File: src/hw/rtl/dswg_pkg.sv
// ----------------------------------------------------------------------------
// dswg_pkg
// Shared types and codes for the double-sign watermark guard: item and
// configuration structs, message kinds, modes, verdicts and register indexes.
// ----------------------------------------------------------------------------
package dswg_pkg;

    // field widths
    localparam int unsigned CHAIN_W    = 32;
    localparam int unsigned LEVEL_W    = 32;
    localparam int unsigned TOP_LVL_W  = 30;
    localparam int unsigned ROUND_W    = 32;
    localparam int unsigned KIND_W     = 3;
    localparam int unsigned VERDICT_W  = 2;
    localparam int unsigned NUM_ENTRIES = 2;
    localparam int unsigned ENTRY_W    = 1;

    // apb port geometry
    localparam int unsigned APB_ADDR_W = 3;
    localparam int unsigned APB_DATA_W = 32;

    // a level with either top bit set is invalid
    localparam logic [LEVEL_W-1:0] LEVEL_BAD_MASK = 32'hC000_0000;

    // message kinds; unknown codes act as a round block
    localparam logic [KIND_W-1:0] KIND_LEG_BLOCK   = 3'd0;
    localparam logic [KIND_W-1:0] KIND_LEG_ENDORSE = 3'd1;
    localparam logic [KIND_W-1:0] KIND_RND_BLOCK   = 3'd2;
    localparam logic [KIND_W-1:0] KIND_RND_PREEND  = 3'd3;
    localparam logic [KIND_W-1:0] KIND_RND_ENDORSE = 3'd4;

    // item modes
    localparam logic MODE_CHECK  = 1'b0;
    localparam logic MODE_RECORD = 1'b1;

    // verdict codes
    localparam logic [VERDICT_W-1:0] VERDICT_OK        = 2'd0;
    localparam logic [VERDICT_W-1:0] VERDICT_REFUSED   = 2'd1;
    localparam logic [VERDICT_W-1:0] VERDICT_BAD_LEVEL = 2'd2;

    // register indexes (byte address bit 2)
    localparam logic REG_MAIN_CHAIN     = 1'b0;
    localparam logic REG_MAIN_CHAIN_SET = 1'b1;

    typedef struct packed {
        logic               mode;
        logic [CHAIN_W-1:0] chain;
        logic [LEVEL_W-1:0] level;
        logic [ROUND_W-1:0] round;
        logic [KIND_W-1:0]  kind;
    } item_t;

    typedef struct packed {
        logic [CHAIN_W-1:0] main_chain;
        logic               main_chain_set;
    } cfg_t;

endpackage

File: src/hw/rtl/dswg_cfg_regs.sv
// ----------------------------------------------------------------------------
// dswg_cfg_regs
// APB register file holding the main chain identifier and its enable bit.
// ----------------------------------------------------------------------------
module dswg_cfg_regs
    import dswg_pkg::*;
(
    input  logic                  aclk,
    input  logic                  aresetn,
    input  logic                  psel,
    input  logic                  penable,
    input  logic                  pwrite,
    input  logic [APB_ADDR_W-1:0] paddr,
    input  logic [APB_DATA_W-1:0] pwdata,
    output logic [APB_DATA_W-1:0] prdata,
    output logic                  pready,
    output cfg_t                  cfg
);

    logic [CHAIN_W-1:0] main_chain_reg, main_chain_next;
    logic               main_chain_set_reg, main_chain_set_next;
    logic               wr_en;
    logic               reg_sel;

    assign pready  = 1'b1;
    assign wr_en   = psel && penable && pwrite && pready;
    assign reg_sel = paddr[2];

    // register write decode
    always_comb begin
        main_chain_next     = main_chain_reg;
        main_chain_set_next = main_chain_set_reg;
        if (wr_en) begin
            unique case (reg_sel)
                REG_MAIN_CHAIN:     main_chain_next     = pwdata[CHAIN_W-1:0];
                REG_MAIN_CHAIN_SET: main_chain_set_next = pwdata[0];
                default:            main_chain_next     = main_chain_reg;
            endcase
        end
    end

    always_ff @(posedge aclk) begin
        if (!aresetn) begin
            main_chain_reg     <= '0;
            main_chain_set_reg <= 1'b0;
        end else begin
            main_chain_reg     <= main_chain_next;
            main_chain_set_reg <= main_chain_set_next;
        end
    end

    // read mux
    always_comb begin
        unique case (reg_sel)
            REG_MAIN_CHAIN:     prdata = main_chain_reg;
            REG_MAIN_CHAIN_SET: prdata = {{(APB_DATA_W-1){1'b0}}, main_chain_set_reg};
            default:            prdata = '0;
        endcase
    end

    assign cfg.main_chain     = main_chain_reg;
    assign cfg.main_chain_set = main_chain_set_reg;

endmodule

File: src/hw/rtl/dswg_wm_engine.sv
// ----------------------------------------------------------------------------
// dswg_wm_engine
// Watermark entries plus the check and record decision for one item.
// ----------------------------------------------------------------------------
module dswg_wm_engine
    import dswg_pkg::*;
(
    input  logic                 aclk,
    input  logic                 aresetn,
    input  logic                 fire,
    input  item_t                item,
    input  cfg_t                 cfg,
    output logic [VERDICT_W-1:0] verdict
);

    logic [TOP_LVL_W-1:0] top_level_reg       [NUM_ENTRIES];
    logic [ROUND_W-1:0]   top_round_reg       [NUM_ENTRIES];
    logic                 seen_endorse_reg    [NUM_ENTRIES];
    logic                 seen_preendorse_reg [NUM_ENTRIES];
    logic                 migrated_reg        [NUM_ENTRIES];

    logic [TOP_LVL_W-1:0] top_level_next;
    logic [ROUND_W-1:0]   top_round_next;
    logic                 seen_endorse_next;
    logic                 seen_preendorse_next;
    logic                 migrated_next;

    logic [ENTRY_W-1:0]   entry;
    logic [TOP_LVL_W-1:0] lvl, cur_level;
    logic [ROUND_W-1:0]   cur_round;
    logic                 cur_se, cur_sp, cur_mig;
    logic                 level_bad, is_legacy, is_endorse;
    logic                 lvl_gt, lvl_eq, rnd_gt, rnd_eq;
    logic                 check_ok, wr_en, advance;

    // entry select and current watermark
    assign level_bad = |(item.level & LEVEL_BAD_MASK);
    assign entry     = ENTRY_W'(cfg.main_chain_set && (item.chain != cfg.main_chain));
    assign lvl       = item.level[TOP_LVL_W-1:0];
    assign cur_level = top_level_reg[entry];
    assign cur_round = top_round_reg[entry];
    assign cur_se    = seen_endorse_reg[entry];
    assign cur_sp    = seen_preendorse_reg[entry];
    assign cur_mig   = migrated_reg[entry];

    assign lvl_gt = lvl > cur_level;
    assign lvl_eq = lvl == cur_level;
    assign rnd_gt = item.round > cur_round;
    assign rnd_eq = item.round == cur_round;

    assign is_legacy  = (item.kind == KIND_LEG_BLOCK) || (item.kind == KIND_LEG_ENDORSE);
    assign is_endorse = (item.kind == KIND_LEG_ENDORSE) || (item.kind == KIND_RND_ENDORSE);

    // legacy rule or round rule
    always_comb begin
        if (is_legacy) begin
            check_ok = !cur_mig &&
                       (lvl_gt || (lvl_eq && (item.kind == KIND_LEG_ENDORSE) && !cur_se));
        end else begin
            check_ok = lvl_gt ||
                       (lvl_eq && (rnd_gt ||
                        (rnd_eq && (((item.kind == KIND_RND_ENDORSE) && !cur_se) ||
                                    ((item.kind == KIND_RND_PREEND) && !cur_se && !cur_sp)))));
        end
    end

    // verdict
    always_comb begin
        priority if (level_bad)               verdict = VERDICT_BAD_LEVEL;
        else if (item.mode == MODE_RECORD)    verdict = VERDICT_OK;
        else if (check_ok)                    verdict = VERDICT_OK;
        else                                  verdict = VERDICT_REFUSED;
    end

    // record update of the selected entry
    assign wr_en   = fire && (item.mode == MODE_RECORD) && !level_bad;
    assign advance = lvl_gt || rnd_gt;

    always_comb begin
        top_level_next       = lvl_gt ? lvl : cur_level;
        top_round_next       = item.round;
        seen_endorse_next    = (cur_se && !advance) || is_endorse;
        seen_preendorse_next = (cur_sp && !advance) || (item.kind == KIND_RND_PREEND);
        migrated_next        = cur_mig || !is_legacy;
    end

    always_ff @(posedge aclk) begin
        if (!aresetn) begin
            for (int i = 0; i < NUM_ENTRIES; i++) begin
                top_level_reg[i]       <= '0;
                top_round_reg[i]       <= '0;
                seen_endorse_reg[i]    <= 1'b0;
                seen_preendorse_reg[i] <= 1'b0;
                migrated_reg[i]        <= 1'b0;
            end
        end else if (wr_en) begin
            top_level_reg[entry]       <= top_level_next;
            top_round_reg[entry]       <= top_round_next;
            seen_endorse_reg[entry]    <= seen_endorse_next;
            seen_preendorse_reg[entry] <= seen_preendorse_next;
            migrated_reg[entry]        <= migrated_next;
        end
    end

`ifndef ASSERT_OFF
    // the stored top level never goes backward
    a_level_monotonic: assert property (@(posedge aclk) disable iff (!aresetn)
        $past(aresetn) |-> (top_level_reg[0] >= $past(top_level_reg[0])) &&
                           (top_level_reg[1] >= $past(top_level_reg[1])))
        else $error("watermark top level decreased");

    // a check transfer leaves the watermark untouched
    a_check_no_write: assert property (@(posedge aclk) disable iff (!aresetn)
        fire && (item.mode == MODE_CHECK) |=>
            $stable(top_round_reg[0]) && $stable(top_round_reg[1]) &&
            $stable(migrated_reg[0]) && $stable(migrated_reg[1]))
        else $error("check transfer changed watermark");

    // an invalid level leaves the watermark untouched
    a_bad_no_write: assert property (@(posedge aclk) disable iff (!aresetn)
        fire && level_bad |=>
            $stable(top_level_reg[0]) && $stable(top_level_reg[1]) &&
            $stable(top_round_reg[0]) && $stable(top_round_reg[1]))
        else $error("invalid level changed watermark");
`endif

endmodule

File: src/hw/rtl/double_sign_watermark_guard.sv
// ----------------------------------------------------------------------------
// double_sign_watermark_guard
// Path: an input transfer is held in the input register; its verdict then
// moves to the result register, which drives m_tvalid.
// Throughput: one item per cycle while m_tready does not stall; the decision
// and watermark update sit in one combinational step between both registers.
// Reset: aresetn synchronous, active low; clears both watermark entries,
// the configuration registers and all valid flags.
// ----------------------------------------------------------------------------
module double_sign_watermark_guard
    import dswg_pkg::*;
(
    input  logic                  aclk,
    input  logic                  aresetn,

    // input item stream
    input  logic                  s_tvalid,
    output logic                  s_tready,
    input  logic [95:0]           s_tdata,   // chain[31:0], level[63:32], round[95:64]
    input  logic [3:0]            s_tuser,   // mode[0], kind[3:1]

    // result stream
    output logic                  m_tvalid,
    input  logic                  m_tready,
    output logic [7:0]            m_tdata,   // verdict[1:0], zero[7:2]

    // configuration port
    input  logic                  psel,
    input  logic                  penable,
    input  logic                  pwrite,
    input  logic [APB_ADDR_W-1:0] paddr,
    input  logic [APB_DATA_W-1:0] pwdata,
    output logic [APB_DATA_W-1:0] prdata,
    output logic                  pready
);

    cfg_t                 cfg;
    item_t                item_in;
    item_t                item_reg, item_next;
    logic                 in_valid_reg, in_valid_next;
    logic                 out_valid_reg, out_valid_next;
    logic [VERDICT_W-1:0] verdict_reg, verdict_next;
    logic [VERDICT_W-1:0] verdict;
    logic                 s_xfer, m_xfer, out_free, fire;

    dswg_cfg_regs u_cfg (
        .aclk    (aclk),
        .aresetn (aresetn),
        .psel    (psel),
        .penable (penable),
        .pwrite  (pwrite),
        .paddr   (paddr),
        .pwdata  (pwdata),
        .prdata  (prdata),
        .pready  (pready),
        .cfg     (cfg)
    );

    // unpack the input transfer
    assign item_in.mode  = s_tuser[0];
    assign item_in.kind  = s_tuser[3:1];
    assign item_in.chain = s_tdata[31:0];
    assign item_in.level = s_tdata[63:32];
    assign item_in.round = s_tdata[95:64];

    // handshake control
    assign out_free = !out_valid_reg || m_tready;
    assign fire     = in_valid_reg && out_free;
    assign s_tready = !in_valid_reg || out_free;
    assign s_xfer   = s_tvalid && s_tready;
    assign m_xfer   = out_valid_reg && m_tready;

    dswg_wm_engine u_engine (
        .aclk    (aclk),
        .aresetn (aresetn),
        .fire    (fire),
        .item    (item_reg),
        .cfg     (cfg),
        .verdict (verdict)
    );

    // input and result stage next values
    always_comb begin
        item_next      = s_xfer ? item_in : item_reg;
        in_valid_next  = s_xfer || (in_valid_reg && !fire);
        verdict_next   = fire ? verdict : verdict_reg;
        out_valid_next = fire || (out_valid_reg && !m_xfer);
    end

    always_ff @(posedge aclk) begin
        if (!aresetn) begin
            in_valid_reg  <= 1'b0;
            out_valid_reg <= 1'b0;
        end else begin
            in_valid_reg  <= in_valid_next;
            out_valid_reg <= out_valid_next;
        end
    end

    always_ff @(posedge aclk) begin
        item_reg    <= item_next;
        verdict_reg <= verdict_next;
    end

    assign m_tvalid = out_valid_reg;
    assign m_tdata  = {{(8-VERDICT_W){1'b0}}, verdict_reg};

`ifndef ASSERT_OFF
    // input backpressure only when both stages are full and the sink stalls
    a_ready_low_full: assert property (@(posedge aclk) disable iff (!aresetn)
        !s_tready |-> in_valid_reg && out_valid_reg && !m_tready)
        else $error("input stalled with room in the pipeline");

    // a processed item always lands in the result register
    a_fire_to_out: assert property (@(posedge aclk) disable iff (!aresetn)
        fire |=> out_valid_reg)
        else $error("processed item lost");

    // an invalid level always yields the invalid-level verdict
    a_bad_level_verdict: assert property (@(posedge aclk) disable iff (!aresetn)
        fire && (item_reg.level[31:30] != 2'b00) |=> verdict_reg == VERDICT_BAD_LEVEL)
        else $error("invalid level not flagged");
`endif

endmodule
File: config.mk
export PLATFORM = sky130hd
export DESIGN_NAME = double_sign_watermark_guard
export DESIGN_NICKNAME = d
export VERILOG_FILES = /design/src/hw/rtl/dswg_pkg.sv /design/src/hw/rtl/dswg_cfg_regs.sv /design/src/hw/rtl/dswg_wm_engine.sv /design/src/hw/rtl/double_sign_watermark_guard.sv
export SDC_FILE = /design/constraint.sdc
export NUM_CORES = 1
export LEC_CHECK = 0
export ABC_AREA = 1
export CAP_MARGIN = 20
export CORE_MARGIN = 4
export CORE_UTILIZATION = 40
export DETAILED_ROUTE_END_ITERATION = 16
export DONT_BUFFER_PORTS = 1
export GPL_TIMING_DRIVEN = 0
export PLACE_DENSITY = 0.57
export SLEW_MARGIN = 20
export SYNTH_ARGS = -nofsm -noshare
export SYNTH_HDL_FRONTEND = slang
export SYNTH_SLANG_ARGS = --single-unit
File: constraint.sdc
create_clock -name aclk -period 4.25 [get_ports aclk]
set_input_delay 0.6375 -clock aclk [delete_from_list [all_inputs] [get_ports aclk]]
set_output_delay 0.6375 -clock aclk [all_outputs]
set_load 0.02 [all_outputs]
; After elaboration in Yosys (flattened, before gate mapping)
; Memory sizes are Yosys's and may differ from the RTL's.
; Index checks and enable logic that the tools add are counted.
[word_totals]
in_bits = 142
ram_bits = 130
n_memories = 5
regBits = 137
output_inout_bits = 43
wordCells = 103
[memory_table]
columns = name, words, width, rd, rd_clocked_by_memory_dff, wr, line_no
row1 = u_engine.top_round_reg, 2, 32, 1, 0, 2, dswg_wm_engine.sv:17  ; logic [ROUND_W-1:0] top_round_reg [NUM_ENTRIES];
row2 = u_engine.top_level_reg, 2, 30, 1, 0, 2, dswg_wm_engine.sv:16  ; logic [TOP_LVL_W-1:0] top_level_reg [NUM_ENTRIES];
row3 = u_engine.migrated_reg, 2, 1, 1, 0, 2, dswg_wm_engine.sv:20  ; logic migrated_reg [NUM_ENTRIES];
row4 = u_engine.seen_endorse_reg, 2, 1, 1, 0, 2, dswg_wm_engine.sv:18  ; logic seen_endorse_reg [NUM_ENTRIES];
row5 = u_engine.seen_preendorse_reg, 2, 1, 1, 0, 2, dswg_wm_engine.sv:19  ; logic seen_preendorse_reg [NUM_ENTRIES];
[op_classes]
n_lt_le_gt_ge = 2
n_bitwise = 1
eq_ne = 6
n_reduce_logical = 54
mux = 24
[op_table]
columns = cell, n
row1 = case mux 32 bit (2 select lines), 1
row2 = two-way mux 30 bit, 2
row3 = == test 32 bit, 1
row4 = greater-than comparator 32 bit, 1
row5 = two-way mux 32 bit, 1
row6 = != test 32 bit, 1
row7 = OR reduction 32 bit, 1
row8 = == test 30 bit, 1
row9 = greater-than comparator 30 bit, 1
row10 = OR reduction 30 bit, 1
row11 = logical AND 1 bit, 20
row12 = two-way mux 1 bit, 19
row13 = logical OR 1 bit, 14
row14 = zero test 1 bit, 10
row15 = AND reduction 2 bit, 2
row16 = "== test 3 x 1 -> 1 bit, second input constant", 1
row17 = "== test 3 x 2 -> 1 bit, second input constant", 1
row18 = "== test 3 bit, second input constant", 1
row19 = zero test 3 bit, 1
row20 = OR reduction 1 bit, 3
row21 = OR reduction 3 bit, 1
row22 = two-way mux 2 bit, 1
row23 = OR reduction 2 bit, 1
row24 = NOT 1 bit, 1

; Logic depth before layout (Yosys ltp)
; Gate-level depths: netlist of the first run.
; An unclocked memory read counts as a cell.
[depth]
ltp_word = 14
mapped_depth = 29
depth_no_buf = 28

; Hierarchy
; A second synthesis of the first run with hierarchy kept.
[hier_totals]
cells_unflattened = 1249
hier_area_um2 = 12936.2
[by_module_without_submodules]
columns = mod, seq_area_each_um2, n_inst, area_per_inst_um2, cells_each
row1 = dswg_wm_engine, 3843.7, 1, 7946.4, 839
row2 = double_sign_watermark_guard, 3103.0, 1, 3206.8, 122
row3 = dswg_cfg_regs, 660.6, 1, 1783.0, 288

; Worst setup path after synthesis of the first run
; OpenSTA, ideal clock, no wires.
[synth_path]
path_kind = input to register
from = in m_tready
to = reg item_reg[0] (netlist bit), enable pin
arrival_ps = 2938
required_time_ps = 3797
cell_stages = 4
path_buffers = 0
setup_slack_ps = 859
setup_ps = 453
path_cell_list = inv_1 > nand3_1 > nand2_1 > inv_1
[synth_between]
elab_chain_cells = 3
[synth_lines]
columns = element, line_no
row1 = "start, declared", double_sign_watermark_guard.sv:24  ; input logic m_tready,
row2 = logical OR 1 bit, double_sign_watermark_guard.sv:67  ; assign out_free = !out_valid_reg || m_tready;
row3 = logical OR 1 bit, double_sign_watermark_guard.sv:69  ; assign s_tready = !in_valid_reg || out_free;
row4 = net s_tready, double_sign_watermark_guard.sv:18  ; output logic s_tready,
row5 = logical AND 1 bit, double_sign_watermark_guard.sv:70  ; assign s_xfer = s_tvalid && s_tready;
row6 = net s_xfer, double_sign_watermark_guard.sv:44  ; logic s_xfer, m_xfer, out_free, fire;
row7 = "end signal, assigned", double_sign_watermark_guard.sv:101  ; item_reg <= item_next;
row8 = "end, declared", double_sign_watermark_guard.sv:39  ; item_t item_reg, item_next;
; The timed path passes the listed nets, and every way through them passes these cells.
; A chain may end at the register's enable or synchronous reset.

==> results of run 1 <==
cell families (layout without fill, tap and decap cells):
kind of cell | Yosys count | after routing | share of synthesized area (%)
AND/OR/NAND/NOR | 429 | 429 | 15.2
flip-flops | 267 | 267 | 60.7
AO/OA/AOI/OAI | 178 | 178 | 8.15
buffers and inverters | 169 | 230 | 6.11
adder cells (fa/ha/maj) | 62 | 62 | 6.19
multiplexers | 31 | 31 | 2.48
XOR/XNOR | 16 | 16 | 1.12
other | 2 | 8 | 0.0599
area by class of cell:
class / instances / area, µm²
Sequential cell: 267 / 7610
Inverter: 118 / 450
Timing Repair Buffer: 3 / 82.6
Buffer: 51 / 320
Antenna cell: 1 / 2.50
Fill cell: 2854 / 16500
Clock inverter: 11 / 103
Tap cell: 396 / 495
Clock buffer: 47 / 1010
Multi-Input combinational cell: 723 / 4200
per-layer routing:
| metal | up-vias | GRT usage (%) |
|---|---|---|
| met5 | - | 0 |
| met4 | 14 | 4.52 |
| met3 | 60 | 4.75 |
| met2 | 216 | 28.3 |
| met1 | 3661 | 20.2 |
| li1 | 3980 | - |
how the worst max path moves through the flow:
stage | slack, ns | start | end
after floorplan | 0.86 | m_tready | item_reg[0]
after global placement | -0.39 | item_reg[87] | u_engine.top_level_reg[0][15]
after detailed placement | 0.32 | item_reg[87] | verdict_reg[0]
after CTS | 0.29 | item_reg[87] | verdict_reg[0]
after global routing | 0.07 | item_reg[94] | u_engine.top_level_reg[1][14]
final | 0.48 | item_reg[87] | u_engine.top_level_reg[1][0]
metrics by stage:
| step | cell area [µm²] | setup slack [ns] | total power, mW |
|---|---|---|---|
| 3_5_place_dp | 13100 | 0.316 | 3.59 |
| 6_report | 14300 | 0.479 | 6.32 |
| 4_1_cts | 14300 | 0.294 | 6.40 |
| 3_3_place_gp | 13000 | -0.392 | 3.59 |
| 5_1_grt | 14300 | 0.0742 | 6.60 |
| 2_1_floorplan | 12500 | 0.859 | 3.45 |
power by group:
part	internal [mW]	total (mW)	switching (mW)
Sequential	2.96	3.02	0.0602
Combinational	0.178	0.509	0.331
Clock	1.71	2.79	1.08
Total	4.85	6.32	1.47
cell usage in the layout, fill, tap and decap left out, types with 4 or more instances in the layout:
cell,instances
clkbuf_16,37
buf_4,11
mux2i_1,31
nor2_4,11
a21oi_1,66
buf_2,8
o21ai_2,30
edfxtp_1,226
conb_1,7
clkinv_2,5
nand3_1,20
clkbuf_1,25
nor3_1,5
buf_6,10
ha_1,62
or2_1,16
nor2_2,11
nand4_1,9
nand2_4,4
o21ai_0,42
inv_2,16
dfxtp_1,41
clkbuf_8,5
nand2_2,4
inv_1,99
nand2_1,170
xnor2_1,16
nor2_1,161
o21ai_1,32
or2_2,13
timing repair:
action	4_1_cts	5_1_grt
resized for setup	0	1
endpoints found under the hold margin	0	0
endpoints found under the setup margin	0	1
==> flow_metrics.env, run 1 <==
export IMPL_ys_seq_area_share_pct=60.7
export IMPL_worst_path_max_delay_cell="edfxtp_1"
export IMPL_endpoint_kind="flip-flop"
export IMPL_synthTopCellsByCount="edfxtp_1, nand2_1, nor2_1, inv_1, a21oi_1"
export IMPL_critPathMostFrequentCell="nor2_1"
export IMPL_grt_ovfl_total=0
export IMPL_crit_required_ns=4.56
export IMPL_coreArea_um2=30700
export IMPL_critPathKind="reg -> reg"
export IMPL_maxCapViolations=0
export IMPL_hold_violations=0
export IMPL_setup_tns_ns=0
export IMPL_met2_length_um=13500
export IMPL_rr_endpoint="u_engine.top_level_reg[1][0]"
export IMPL_dp_hpwl_um=20100
export IMPL_worstHoldEndpoint="item_reg[86]"
export IMPL_syn_area_um2=12500
export IMPL_clk_insertion_delay_late_ns=0.56
export IMPL_power_leakage_nw=5.86
export IMPL_clock_skew_ns=0.0141
export IMPL_antenna_found_initial=8
export IMPL_setup_violations=0
export IMPL_die_h_um=185
export IMPL_instances_no_fill=1617
export IMPL_crit_fanout=10
export IMPL_port_buffers=0
export IMPL_min_from="s_tdata[19]"
export IMPL_cp_num_buf_inv=2
export IMPL_dieArea_um2=34200
export IMPL_max_stage_delay_ns=0.44
export IMPL_syn2layout_area_growth_pct=13.9
export IMPL_firstDrtPassIters=5
export IMPL_powerDensity_nw_per_um2=443
export IMPL_postCtsSetupBuffers=0
export IMPL_wl_per_cell_um=17.3
export IMPL_cp_arrival_ns=4.08
export IMPL_cts_buffers=31
export IMPL_outcome="finished, final reports clean"
export IMPL_avgSynthCellArea_um2=10.9
export IMPL_finalWorstPathRequiredPeriod_ns=3.77
export IMPL_cp_cell_sequence="xnor2_1 > nand2_1 > nor2_2 > nand2_2 > nor2_4 > nand2_4 > nand2_8 > buf_6 > or2_2 > o21ai_2 > ha_1 > nand2_1 > nor2_1 > nand4_1 > nor3_1 > nand3_1 > nand2_2 > buf_2 > nor2_1 > a21oi_1 > nor2_1"
export IMPL_synth_top_area_share_pct=54.2
export IMPL_final_nets=1399
export IMPL_grt_pass1_wl_um=44000
export IMPL_wl_met1_um=11700
export IMPL_start_kind="flip-flop"
export IMPL_regToRegStartpoint="item_reg[87]"
export IMPL_worst_ir_drop_vdd_mv=0.285
export IMPL_hold_path_class="in -> reg"
export IMPL_place_congestion=0.874
export IMPL_rows=64
export IMPL_grt_max_degree=53
export IMPL_hold_depth=0
export IMPL_async_flop_share_pct=0
export IMPL_io_pins=185
export IMPL_ant_nets=0
export IMPL_cts_sink_count=267
export IMPL_yosys_register_bits=267
export IMPL_synthDistinctLibCells=39
export IMPL_cp_depth=21
export IMPL_cts_root_buf="clkbuf_16"
export IMPL_clk_pin_slew_ns=0.06
export IMPL_synth_top_cell_by_area="edfxtp_1"
export IMPL_maxSlewViolCount=0
export IMPL_drc=0
export IMPL_rsz0062_at_grt="false"
export IMPL_dr_wl_met3_um=1930
export IMPL_postCtsHoldBufs=0
export IMPL_synth_edf_count=226
export IMPL_worst_slew_pin_slew_ns=0.852
export IMPL_ys_warn_count=0
export IMPL_fin_crit_sh_pct=88.7
export IMPL_timing_fmax_mhz=265
export IMPL_vias_per_cell=4.90
export IMPL_tritoncts="built"
export IMPL_top_layer="met5"
export IMPL_drive_gt1_share_pct=14.8
export IMPL_reg2reg_slack_ns=0.48
export IMPL_ys_top_cells_by_area="edfxtp_1, dfxtp_1, ha_1"
export IMPL_start_util_pct=40.7
export IMPL_ys_flop_type="edfxtp_1"
export IMPL_dp_cells=1558
export IMPL_drtIter0Drc=383
export IMPL_routed_wl_um=27900
export IMPL_largest_register_ffs=100
export IMPL_fin_util_pct=46.4
export IMPL_rr_worst_depth=21
export IMPL_num_vias=7931
export IMPL_htreeDepth=1
export IMPL_timing_hold_ws_ns=0.165
export IMPL_relSlewSlack_pct=42.6
export IMPL_grt_usage_pct=16.4
export IMPL_cts_buffer_depth=3
export IMPL_cp_top_family="simple AND/OR/NAND/NOR gates"
export IMPL_grt_pass1_vias=8180
export IMPL_syn_instance_count=1154
export IMPL_die_w_um=185
export IMPL_yosysMostFrequentCell="edfxtp_1"
Note: power is estimated with default switching activity, not from simulation.
==> inputs of run 2 (changes only) <==
--- a/config.mk
+++ b/config.mk
@@ -8,11 +8,11 @@
 export ABC_AREA = 1
 export CAP_MARGIN = 20
 export CORE_MARGIN = 4
-export CORE_UTILIZATION = 40
+export CORE_UTILIZATION = 45
 export DETAILED_ROUTE_END_ITERATION = 16
 export DONT_BUFFER_PORTS = 1
 export GPL_TIMING_DRIVEN = 0
-export PLACE_DENSITY = 0.57
+export PLACE_DENSITY = 0.63
 export SLEW_MARGIN = 20
 export SYNTH_ARGS = -nofsm -noshare
 export SYNTH_HDL_FRONTEND = slang
==> flow_metrics.env, run 2 (same netlist as run 1, synthesis figures left out) <==
export IMPL_routed_wl_um=27300
export IMPL_hold_depth=0
export IMPL_io_pins=185
export IMPL_grt_max_degree=55
export IMPL_firstDrtPassIters=5
export IMPL_syn2layout_area_growth_pct=12.8
export IMPL_swShare_pct=22.9
export IMPL_register_area_um2=7610
export IMPL_vias_per_cell=4.97
export IMPL_critPathKind="reg -> reg"
export IMPL_relSlewSlack_pct=50.8
export IMPL_crit_required_ns=4.55
export IMPL_final_nets=1398
export IMPL_htreeDepth=1
export IMPL_hold_violations=0
export IMPL_endpoint_kind="flip-flop"
export IMPL_start_util_pct=46.1
export IMPL_num_vias=7903
export IMPL_powerDensity_nw_per_um2=438
export IMPL_cp_depth=21
export IMPL_cp_num_buf_inv=2
export IMPL_multi_input_area_um2=4200
export IMPL_critPathMostFrequentCell="nor2_1"
export IMPL_cp_arrival_ns=3.95
export IMPL_clockPowerShare_pct=42.9
export IMPL_nFillCells=2423
export IMPL_drc=0
export IMPL_maxSlewViolCount=0
export IMPL_worst_path_max_delay_cell="edfxtp_1"
export IMPL_maxCapViolations=0
export IMPL_grt_pass1_vias=8260
export IMPL_timing_fmax_mhz=274
export IMPL_cp_top_family="simple AND/OR/NAND/NOR gates"
export IMPL_fin_crit_sh_pct=85.8
export IMPL_power_frac_comb_pct=8.2
export IMPL_final_common_cell="edfxtp_1"
export IMPL_dp_slack_ns=0.271
export IMPL_ant_nets=0
export IMPL_rows=60
export IMPL_rr_worst_depth=21
export IMPL_grt_pass1_wl_um=43500
export IMPL_dp_cells=1534
export IMPL_die_w_um=175
export IMPL_setup_violations=0
export IMPL_dieArea_um2=30600
export IMPL_cts_buffer_depth=3
export IMPL_crit_fanout=10
export IMPL_cts_buffers=30
export IMPL_pwr_share_seq_pct=48.9
export IMPL_insertedDiodeCount=0
export IMPL_max_stage_delay_ns=0.41
export IMPL_grt_usage_pct=17.8
export IMPL_power_leakage_nw=5.79
export IMPL_p_sw_mw=1.42
export IMPL_fin_total_pwr_mw=6.19
export IMPL_port_buffers=0
export IMPL_internal_power_mw=4.77
export IMPL_antenna_found_initial=6
export IMPL_cts_sink_count=267
export IMPL_finalWorstPathRequiredPeriod_ns=3.65
export IMPL_hold_path_class="in -> reg"
export IMPL_drtIter0Drc=373
export IMPL_worst_ir_drop_vdd_mv=0.320
export IMPL_cp_cell_sequence="xnor2_1 > nand2_1 > nor2_1 > nand2_1 > nor2_2 > nand2_4 > nand2_8 > buf_6 > or2_2 > o21ai_2 > ha_1 > nand2_1 > nor2_1 > nand4_1 > nor3_1 > nand3_1 > nand2_2 > buf_2 > nor2_1 > a21oi_1 > nor2_1"
export IMPL_clock_skew_ns=0.00951
export IMPL_dp_hpwl_um=19600
export IMPL_start_kind="flip-flop"
export IMPL_outcome="finished, final reports clean"
export IMPL_grt_ovfl_total=0
export IMPL_instances_no_fill=1590
export IMPL_die_h_um=175
export IMPL_wl_per_cell_um=17.2
export IMPL_rsz0062_at_grt="false"
export IMPL_place_congestion=0.864
export IMPL_setup_ws_ns=0.603
export IMPL_coreArea_um2=27200
export IMPL_tritoncts="built"
export IMPL_final_cell_mix="edfxtp_1, nand2_1, nor2_1"
export IMPL_clk_insertion_delay_late_ns=0.55
export IMPL_largest_register_ffs=100
export IMPL_worst_slew_pin_slew_ns=0.730
export IMPL_drive_gt1_share_pct=14.0
export IMPL_cts_root_buf="clkbuf_16"
export IMPL_clk_pin_slew_ns=0.06
[run 2: cell count changes in the layout (fill, tap and decap cells not counted), sizes merged]
cell / before / now
clkinv: 8 / 14
clkbuf: 69 / 58
inv: 119 / 117
bufinv: 1 / 5
diode: 1 / 0
clkinvlp: 1 / 2
[run 2: what timing repair did]
action,4_1_cts,5_1_grt
gates resized for setup,0,1
setup buffers,0,0
setup endpoints to repair,0,1
hold endpoints to repair,0,0
hold buffers,0,0
[run 2: cell type report]
cell class                 count  area share, %
clock inverter                20           1.59
clock buffer                  36           5.62
timing repair buffer           3          0.531
sequential                   267           53.8
inverter                     118           3.19
buffer                        51           2.27
tap                          372           3.29
multi-input combinational    723           29.7
[run 2: per-stage QoR]
step / cell area (µm²) / setup TNS [ns] / hold WS, ns / utilization, %
after floorplan: 12500 / 0 / 0.445 / -
after global placement: 13000 / -42.27 / 0.458 / 47.9
after detailed placement: 13100 / 0 / 0.467 / 48.2
after CTS: 14100 / 0 / 0.155 / 52.0
after global routing: 14100 / 0 / 0.152 / 52.0
final: 14100 / 0 / 0.181 / 52.0
[run 2: power by group through the flow]
stage | Sequential (mW) | Combinational, mW | Clock, mW
after floorplan | 3.06 | 0.387 | 0
after global placement | 3.09 | 0.491 | 0
after detailed placement | 3.08 | 0.512 | 0
after CTS | 3.03 | 0.515 | 2.71
after global routing | 3.04 | 0.585 | 2.83
final | 3.02 | 0.507 | 2.66
[run 2: metal layers]
| metal | vias to the layer above | GRT usage (%) | part of all wire [%] |
|---|---|---|---|
| met2 | 225 | 31.9 | 49 |
| met5 | - | 0 | 0.22 |
| met4 | 10 | 4.84 | 2.5 |
| met3 | 59 | 5.15 | 7.4 |
| met1 | 3630 | 21.0 | 41 |
| li1 | 3979 | - | - |
[run 2: final timing paths]
kind / start / slack, ns / end
worst min-delay path: s_tdata[19] / 0.18 / item_reg[86]
worst max register to register: item_reg[86] / 0.60 / u_engine.top_level_reg[1][0]
worst min register to register: u_cfg.main_chain_reg[9] / 0.47 / u_cfg.main_chain_reg[9]
worst max-delay path: item_reg[86] / 0.60 / u_engine.top_level_reg[1][0]
==> inputs of run 3 (changes only) <==
--- a/config.mk
+++ b/config.mk
@@ -7,12 +7,13 @@
 export LEC_CHECK = 0
 export ABC_AREA = 1
 export CAP_MARGIN = 20
-export CORE_MARGIN = 4
+export CORE_MARGIN = 5
 export CORE_UTILIZATION = 45
 export DETAILED_ROUTE_END_ITERATION = 16
 export DONT_BUFFER_PORTS = 1
 export GPL_TIMING_DRIVEN = 0
 export PLACE_DENSITY = 0.63
+export REMOVE_ABC_BUFFERS = 1
 export SLEW_MARGIN = 20
 export SYNTH_ARGS = -nofsm -noshare
 export SYNTH_HDL_FRONTEND = slang
==> flow_metrics.env, run 3 (same netlist as run 1, synthesis figures left out) <==
export IMPL_start_kind="flip-flop"
export IMPL_firstDrtPassIters=4
export IMPL_finalInstanceArea_um2=14000
export IMPL_finalWorstPathRequiredPeriod_ns=3.84
export IMPL_hold_depth=0
export IMPL_dp_hpwl_um=15900
export IMPL_cts_sink_count=267
export IMPL_cts_buffers=30
export IMPL_cp_arrival_ns=4.11
export IMPL_tritoncts="built"
export IMPL_outcome="finished, final reports clean"
export IMPL_reg2reg_slack_ns=0.41
export IMPL_hold_path_class="in -> reg"
export IMPL_routed_wl_um=25900
export IMPL_start_util_pct=45.3
export IMPL_regToRegStartpoint="item_reg[93]"
export IMPL_rr_worst_depth=24
export IMPL_setup_tns_ns=0
export IMPL_nFillCells=2460
export IMPL_critPathKind="reg -> reg"
export IMPL_fin_crit_sh_pct=90.3
export IMPL_cts_buffer_depth=3
export IMPL_grt_usage_pct=16.2
export IMPL_vias_per_cell=4.97
export IMPL_cp_cell_sequence="inv_1 > nand2_1 > nand2_1 > nand2_1 > nor2_1 > nand2_1 > nor2_2 > nand2_4 > nand2_8 > clkinv_8 > o21ai_2 > ha_1 > nand2_1 > inv_2 > nand3_1 > inv_1 > a21oi_1 > nand2_1 > nand2_1 > nand2_2 > nand2_4 > nand2_1 > o21ai_1 > nor2_1"
export IMPL_dieArea_um2=31300
export IMPL_place_area_um2=12800
export IMPL_powerDensity_nw_per_um2=448
export IMPL_final_common_cell="edfxtp_1"
export IMPL_max_stage_delay_ns=0.39
export IMPL_grt_pass1_wl_um=40700
export IMPL_die_h_um=177
export IMPL_endpoint_kind="flip-flop"
export IMPL_drtIter0Drc=468
export IMPL_drive_gt1_share_pct=12.7
export IMPL_hold_violations=0
export IMPL_cts_root_buf="clkbuf_16"
export IMPL_clock_skew_ns=0.0131
export IMPL_crit_required_ns=4.52
export IMPL_grt_ovfl_total=0
export IMPL_port_buffers=0
export IMPL_clk_pin_slew_ns=0.06
export IMPL_min_from="s_tdata[26]"
export IMPL_maxSlewViolCount=0
export IMPL_setup_violations=0
export IMPL_critPathMostFrequentCell="nand2_1"
export IMPL_power_leakage_nw=5.69
export IMPL_grt_max_degree=69
export IMPL_crit_fanout=34
export IMPL_timing_fmax_mhz=261
export IMPL_postCtsHoldBufs=0
export IMPL_worst_path_max_delay_cell="edfxtp_1"
export IMPL_clk_insertion_delay_late_ns=0.55
export IMPL_rr_endpoint="u_engine.top_level_reg[0][16]"
export IMPL_maxCapViolations=0
export IMPL_die_w_um=177
export IMPL_multi_input_area_um2=4270
export IMPL_htreeDepth=1
export IMPL_worst_ir_drop_vdd_mv=0.309
export IMPL_relSlewSlack_pct=49.8
export IMPL_syn2layout_area_growth_pct=11.5
export IMPL_fin_util_pct=50.6
export IMPL_worst_slew_pin_slew_ns=0.745
export IMPL_drc=0
export IMPL_place_congestion=0.796
export IMPL_antenna_found_initial=4
export IMPL_register_area_um2=7610
export IMPL_worstHoldEndpoint="item_reg[93]"
export IMPL_grt_pass1_vias=7857
export IMPL_final_cell_mix="edfxtp_1, nand2_1, nor2_1"
export IMPL_io_pins=185
export IMPL_coreArea_um2=27600
export IMPL_largest_register_ffs=100
export IMPL_final_nets=1351
export IMPL_wl_per_cell_um=16.7
export IMPL_num_vias=7699
export IMPL_ant_nets=0
export IMPL_rows=61
run 3: layout make-up:
| type | count | area share [%] |
|---|---|---|
| clock buffers | 36 | 5.84 |
| repair buffers | 4 | 0.680 |
| well taps | 378 | 3.38 |
| inverters | 118 | 3.30 |
| diodes | 1 | 0.0179 |
| clock inverters | 20 | 1.77 |
| multi-input cells | 726 | 30.6 |
| flip-flops and latches | 267 | 54.4 |
run 3: worst max-delay path by stage:
stage                                          to    startpoint  cells after the start
detailed placement  u_engine.top_level_reg[0][11]  item_reg[95]                     22
finish              u_engine.top_level_reg[0][16]  item_reg[93]                     24
CTS                 u_engine.top_level_reg[0][11]  item_reg[95]                     22
global placement    u_engine.top_level_reg[1][17]  item_reg[79]                     10
global route        u_engine.top_level_reg[0][11]  item_reg[93]                     23
floorplan            u_engine.top_level_reg[1][0]  item_reg[76]                     12
run 3: repair_timing:
action,CTS,global route
pin swaps,1,1
gates resized for setup,1,7
cloned,1,2
endpoints found under the setup margin,65,65
setup buffers,0,0
run 3: power by group:
group / internal (mW) / switching, mW
sequential: 2.96 / 0.0573
clock: 1.72 / 1.03
combinational: 0.166 / 0.324
total: 4.85 / 1.41
run 3: per-layer routing:
metal	global-route usage, %	wire length (µm)
met5	0	40
met4	4.06	650
met3	5.00	1880
met2	27.3	12200
met1	20.5	11100
run 3: metrics by stage:
step / setup slack (ns) / instances / total power, mW / hold WS [ns]
after detailed placement: -0.336 / 1490 / 3.55 / 0.461
final: 0.413 / 1550 / 6.26 / 0.180
after global placement: -2.54 / 1486 / 3.54 / 0.458
after global routing: -0.0219 / 1550 / 6.52 / 0.150
after CTS: 0.0355 / 1547 / 6.32 / 0.150
after floorplan: 0.118 / 1108 / 3.42 / 0.444
run 3: critical path: cells and delay by family (launching register included):
family	cells	cell delay [ns]
compound gates	3	0.57
fa+ha+maj	1	0.26
buf+inv	4	0.43
flops	1	0.39
simple gates	16	1.86
